==> src/rtl/mqts_pkg.sv <==
// Shared types and constants for the two-stack minimum queue.
package mqts_pkg;

  localparam int unsigned DEPTH = 1024;
  localparam int unsigned AW    = $clog2(DEPTH);
  localparam int unsigned CW    = $clog2(DEPTH + 1);
  localparam int unsigned DW    = 32;

  localparam logic MODE_PUSH = 1'b0;
  localparam logic MODE_POP  = 1'b1;

  typedef enum logic [1:0] {
    ST_OK        = 2'd0,
    ST_POP_EMPTY = 2'd1,
    ST_PUSH_FULL = 2'd2
  } status_t;

  typedef enum logic [2:0] {
    S_IDLE,
    S_XFER,
    S_POP,
    S_POP_WAIT,
    S_RESP
  } ctl_state_t;

  // Commands from the controller to the datapath.
  typedef struct packed {
    logic    push;
    logic    set_status;
    status_t status_code;
    logic    xfer_rd;
    logic    xfer_wr;
    logic    pop_out;
    logic    pop_load;
  } dp_cmd_t;

  // Status from the datapath back to the controller.
  typedef struct packed {
    logic full;
    logic empty;
    logic in_empty;
    logic out_empty;
  } dp_sts_t;

endpackage

==> src/rtl/mqts_ctrl.sv <==
// Controller: sequences push, transfer and pop for each request.
module mqts_ctrl
  import mqts_pkg::*;
(
  input  logic    clk,
  input  logic    rst,
  input  logic    start,
  input  logic    mode,
  input  dp_sts_t sts,
  output dp_cmd_t cmd,
  output logic    busy,
  output logic    done
);

  ctl_state_t state;
  ctl_state_t state_next;

  always_ff @(posedge clk) begin
    if (rst) begin
      state <= S_IDLE;
    end else begin
      state <= state_next;
    end
  end

  always_comb begin
    state_next = state;
    cmd        = '0;
    done       = 1'b0;
    unique case (state)
      S_IDLE: begin
        if (start) begin
          cmd.set_status = 1'b1;
          if (mode == MODE_PUSH) begin
            if (sts.full) begin
              cmd.status_code = ST_PUSH_FULL;
            end else begin
              cmd.status_code = ST_OK;
              cmd.push        = 1'b1;
            end
            state_next = S_RESP;
          end else if (sts.empty) begin
            cmd.status_code = ST_POP_EMPTY;
            state_next      = S_RESP;
          end else if (sts.out_empty) begin
            cmd.status_code = ST_OK;
            cmd.xfer_rd     = 1'b1;
            state_next      = S_XFER;
          end else begin
            cmd.status_code = ST_OK;
            cmd.pop_out     = 1'b1;
            state_next      = S_POP_WAIT;
          end
        end
      end
      S_XFER: begin
        // write the element read last cycle, fetch the next while any remain
        cmd.xfer_wr = 1'b1;
        if (!sts.in_empty) begin
          cmd.xfer_rd = 1'b1;
        end else begin
          state_next = S_POP;
        end
      end
      S_POP: begin
        cmd.pop_out = 1'b1;
        state_next  = S_POP_WAIT;
      end
      S_POP_WAIT: begin
        cmd.pop_load = 1'b1;
        state_next   = S_RESP;
      end
      S_RESP: begin
        done       = 1'b1;
        state_next = S_IDLE;
      end
      default: begin
        state_next = S_IDLE;
      end
    endcase
  end

  assign busy = (state != S_IDLE);

endmodule

==> config.mk <==
export PLATFORM = sky130hd
export DESIGN_NAME = mqts_ctrl
export DESIGN_NICKNAME = d
export VERILOG_FILES = /design/src/rtl/mqts_pkg.sv /design/src/rtl/mqts_ctrl.sv
export SDC_FILE = /design/constraint.sdc
export NUM_CORES = 1
export LEC_CHECK = 0
export BUFFER_PORTS_ARGS = -buffer_cell sky130_fd_sc_hd__buf_2
export CELL_PAD_IN_SITES_DETAIL_PLACEMENT = 0
export CELL_PAD_IN_SITES_GLOBAL_PLACEMENT = 1
export CORE_AREA = 4 4 41 43
export DETAILED_ROUTE_END_ITERATION = 6
export DIE_AREA = 0 0 45 47
export PLACE_DENSITY_LB_ADDON = 0.05
export SLEW_MARGIN = 20
export SYNTH_ARGS = -nofsm -noshare
export SYNTH_HDL_FRONTEND = slang
export SYNTH_SLANG_ARGS = --single-unit
export TNS_END_PERCENT = 5
==> constraint.sdc <==
create_clock -name clk -period 2 [get_ports clk]
set_input_delay 0.1 -clock clk [delete_from_list [all_inputs] [get_ports clk]]
set_output_delay 0.1 -clock clk [all_outputs]
set_load 0.02 [all_outputs]
# --- Word-level counts from Yosys, hierarchy flattened ---
# Cells that the tools add are included.
totals:
  reg_bits: 3
  inputBits: 8
  out_inout_bits: 10
  wordCells: 36
classes:
  eq_ne: 6
  mux: 26
  n_reduce_logical: 3
ops:
  columns: ["operator", "n"]
  rows:
  - ["1-bit 2-to-1 mux", 14]
  - ["3-bit 2-to-1 mux", 4]
  - ["3-bit case mux with 4 select lines", 1]
  - ["3-bit by 2-bit == test with 1-bit output (second input constant)", 2]
  - ["2-bit 2-to-1 mux", 3]
  - ["5-bit 2-to-1 mux", 1]
  - ["4-bit 2-to-1 mux", 1]
  - ["2-bit != test (second input constant)", 2]
  - ["1-bit case mux with 2 select lines", 2]
  - ["3-bit by 1-bit == test with 1-bit output (second input constant)", 1]
  - ["3-bit == test (second input constant)", 1]
  - ["3-bit zero test", 1]
  - ["3-bit nonzero test", 1]
  - ["2-bit AND reduction", 1]

# --- Longest topological paths before layout ---
logic_depth:
  ltp_word: 5
  mapped_depth: 3
  mapped_depth_nobuf: 3

# --- Worst setup path before layout ---
# No wires, ideal clock.
synth_timing:
  path_type: "register to output"
  startpoint: "register state[0]"
  endpoint: "output cmd[5] in the netlist's numbering"
  arrival_time_ps: 1215
  t_required_ps: 1900
  setup_slack_ps: 685
  path_stages_with_launch: 4
  path_buffers: 0
  cell_sequence: "dfxtp_1 > nor2_2 > nand3b_2 > nor3b_1"
synth_lines:
  columns: ["element", "line", "source"]
  rows:
  - ["from (decl)", "mqts_ctrl.sv:15", "ctl_state_t state;"]
  - ["from (signal assigned)", "mqts_ctrl.sv:22", "state <= state_next;"]
  - ["to (decl)", "mqts_ctrl.sv:10", "output dp_cmd_t cmd,"]

==> results.txt <==
Run status - completed
Crit path launch type - flip-flop
Largest net degree at the start of global routing - 8
CP Cell Sequence - nor2_2 > nand3b_2 > nor3b_1 > buf_2
Area leader, netlist - dfxtp_1
Via density - 4.37
Worst EP arrival - 1.35 ns
Reg power frac - 0.275
Critical path peak fanout - 7
CTS Buf Count - 3
Max_slew headroom - 0.813
Routed wire length - 770 um
Placer Congestion - 0.683
Area grow syn2layout - 52.8%
Layout Skew - 0.00392 ns
Via count - 306
Setup tns final - 0 ns
Number of top-level pins - 18
Deepest clock path buffer count - 2
CP Buf/Inv Count - 1
Post-cts resize count - 0
DRT iter0 DRCs - 1
DRC - 0
P_sw - 98.0 uW
Latest clock arrival within the worst-skew pair - 0.23 ns
Syn_area_per_cell - 7.25 um^2
Synth unique cells - 20
Hold Fails Final Rpt - 0
Share of cells above drive strength 1 - 0.473
# rows - 13
Vias in the first global route - 291
CP Depth - 4
Largest reg by FF count - state
Sequential fraction of the synthesis area - 0.244
First-pass GRT wire length - 1190 um
Part of the power in combinational logic - 0.343
Die height - 47 um
# diodes - 0
Cell leakage power - 0.211 nW
Clk sinks - 3
Clock power frac - 0.382
Most frequent cells in the layout - 17 x buf_2, 6 x nand2_1
CTS tree - built
Slew Limit Fails - 0
Clk pin slew, worst setup/hold paths - 0.04 ns
Switching part of the total power - 0.352
Die Wd - 45 um
Warnings from Yosys - 0
Post-Syn Nets - 42
Pwr per Cell Area - 738 mW/mm^2
Worst hold path stage count - 4
Synth Cell Area - 246 um^2
Slowest stage delay, CP - 0.38 ns
Utilization after layout - 0.289
Period Utilization, post-route - 0.723
# fillers - 160
Largest register FFs - 3
Hold buffers post-CTS - 0
Minimum clock period - 1.45 ns
Initial antenna violation count - 0
Drt wl/cell - 11.0 um
Port Buffers - 17
Number of iterations in the first detailed-routing pass - 2
Crit path capture type - primary output
Fmax - 692 MHz
Synth top area cells - dfxtp_1 24%, nand2_1 9.1%, mux2_4 6.1%
Max-Cap Viols - 0
Gr usage total - 0.0797
Worst-margin pin slew - 0.280 ns
DP Area - 350 um^2
CTS root buf - clkbuf_4
RSZ-0062 raised after global routing - no
Worst R2R Path Depth - 3
Largest delay share family, worst path - simple AND/OR/NAND/NOR gates
Pint - 180 uW
Slowest-stage cell, CP - dfxtp_1
# setup viols final - 0
Top Registers - state x3
Initial Util - 0.189
Synthesized flop and latch total - 3
Postcts setup bufs - 0
Post-synthesis cell count - 34
Dpl hpwl - 638 um
Worst vdd ir - 0.165 mV
H-tree depth - 1
Crit Path Category - flip-flop to primary output
Flop2flop setup slack - 0.81 ns
Post-route cell area - 377 um^2
Most common cell after layout, fill and taps aside - buf_2
Core Region - 0.00130 mm^2
Synth top area share - 0.244
Post-detailed-route count of antenna-violating nets - 0
Fin nets - 64
WP data required - 1.90 ns
Die area - 0.00212 mm^2
Grt total ovfl - 0
Hold Crit Class - primary input to flip-flop
-- stage by stage --
step | worst slack, ns | power, mW | hold slack (ns) | instances
2_1_floorplan | 0.685 | 0.139 | 0.236 | 34
3_3_place_gp | 0.787 | 0.175 | 0.378 | 66
3_5_place_dp | 0.791 | 0.174 | 0.380 | 66
4_1_cts | 0.528 | 0.286 | 0.134 | 70
5_1_grt | 0.419 | 0.303 | 0.146 | 70
6_report | 0.554 | 0.278 | 0.140 | 70
-- logic make-up (layout without fill, tap and decap cells) --
| family | after synthesis | count (layout) | share of synthesized area |
|---|---|---|---|
| simple gates | 20 | 20 | 0.472 |
| mux | 1 | 1 | 0.0609 |
| flops | 3 | 3 | 0.244 |
| buf+inv | 3 | 24 | 0.0457 |
| compound gates | 7 | 7 | 0.178 |
-- final cells by class --
| cell class | count | area (um^2) | share of cell area |
|---|---|---|---|
| Multi-Input combinational cell | 28 | 175 | 0.465 |
| Timing Repair Buffer | 17 | 85.1 | 0.226 |
| Sequential cell | 3 | 60.1 | 0.159 |
| Clock buffer | 4 | 26.3 | 0.0698 |
| Tap cell | 15 | 18.8 | 0.0498 |
| Inverter | 3 | 11.3 | 0.0299 |
-- cell usage after synthesis, drive strengths merged --
library cell	count
nand2	6
nor2	4
dfxtp	3
inv	3
o21ai	3
a21oi	2
nor3	2
nor3b	2
a31oi	1
and2	1
and3b	1
mux2	1
nand2b	1
nand3b	1
nor2b	1
o2bb2ai	1
or3	1
-- tightest hold or removal path, cell delays in order --
cell and delay (ns):
buf_2 0.08, nor2_1 0.05, nand2_1 0.06, a21oi_1 0.03
-- power by group through the flow --
stage,Combinational (mW),Clock (mW),Sequential (mW)
2_1_floorplan,0.0642,0,0.0744
3_3_place_gp,0.0977,0,0.0776
3_5_place_dp,0.0968,0,0.0777
4_1_cts,0.0971,0.113,0.0767
5_1_grt,0.105,0.121,0.0776
6_report,0.0954,0.106,0.0766
-- layer usage --
metal	GRT usage	vias to the layer above	share of wire
li1	-	159	-
met1	0.0928	134	0.46
met2	0.121	13	0.45
met3	0.0421	0	0.088
met4	0.0351	0	0
met5	0	-	0
-- worst paths after layout --
path,end,startpoint
max,cmd[5],state[1]$_SDFFE_PP0P_
min,state[0]$_SDFFE_PP0P_,rst
max reg2reg,state[1]$_SDFFE_PP0P_,state[0]$_SDFFE_PP0P_
min reg2reg,state[2]$_SDFFE_PP0P_,state[0]$_SDFFE_PP0P_
Note: power is estimated with default switching activity, not from simulation.
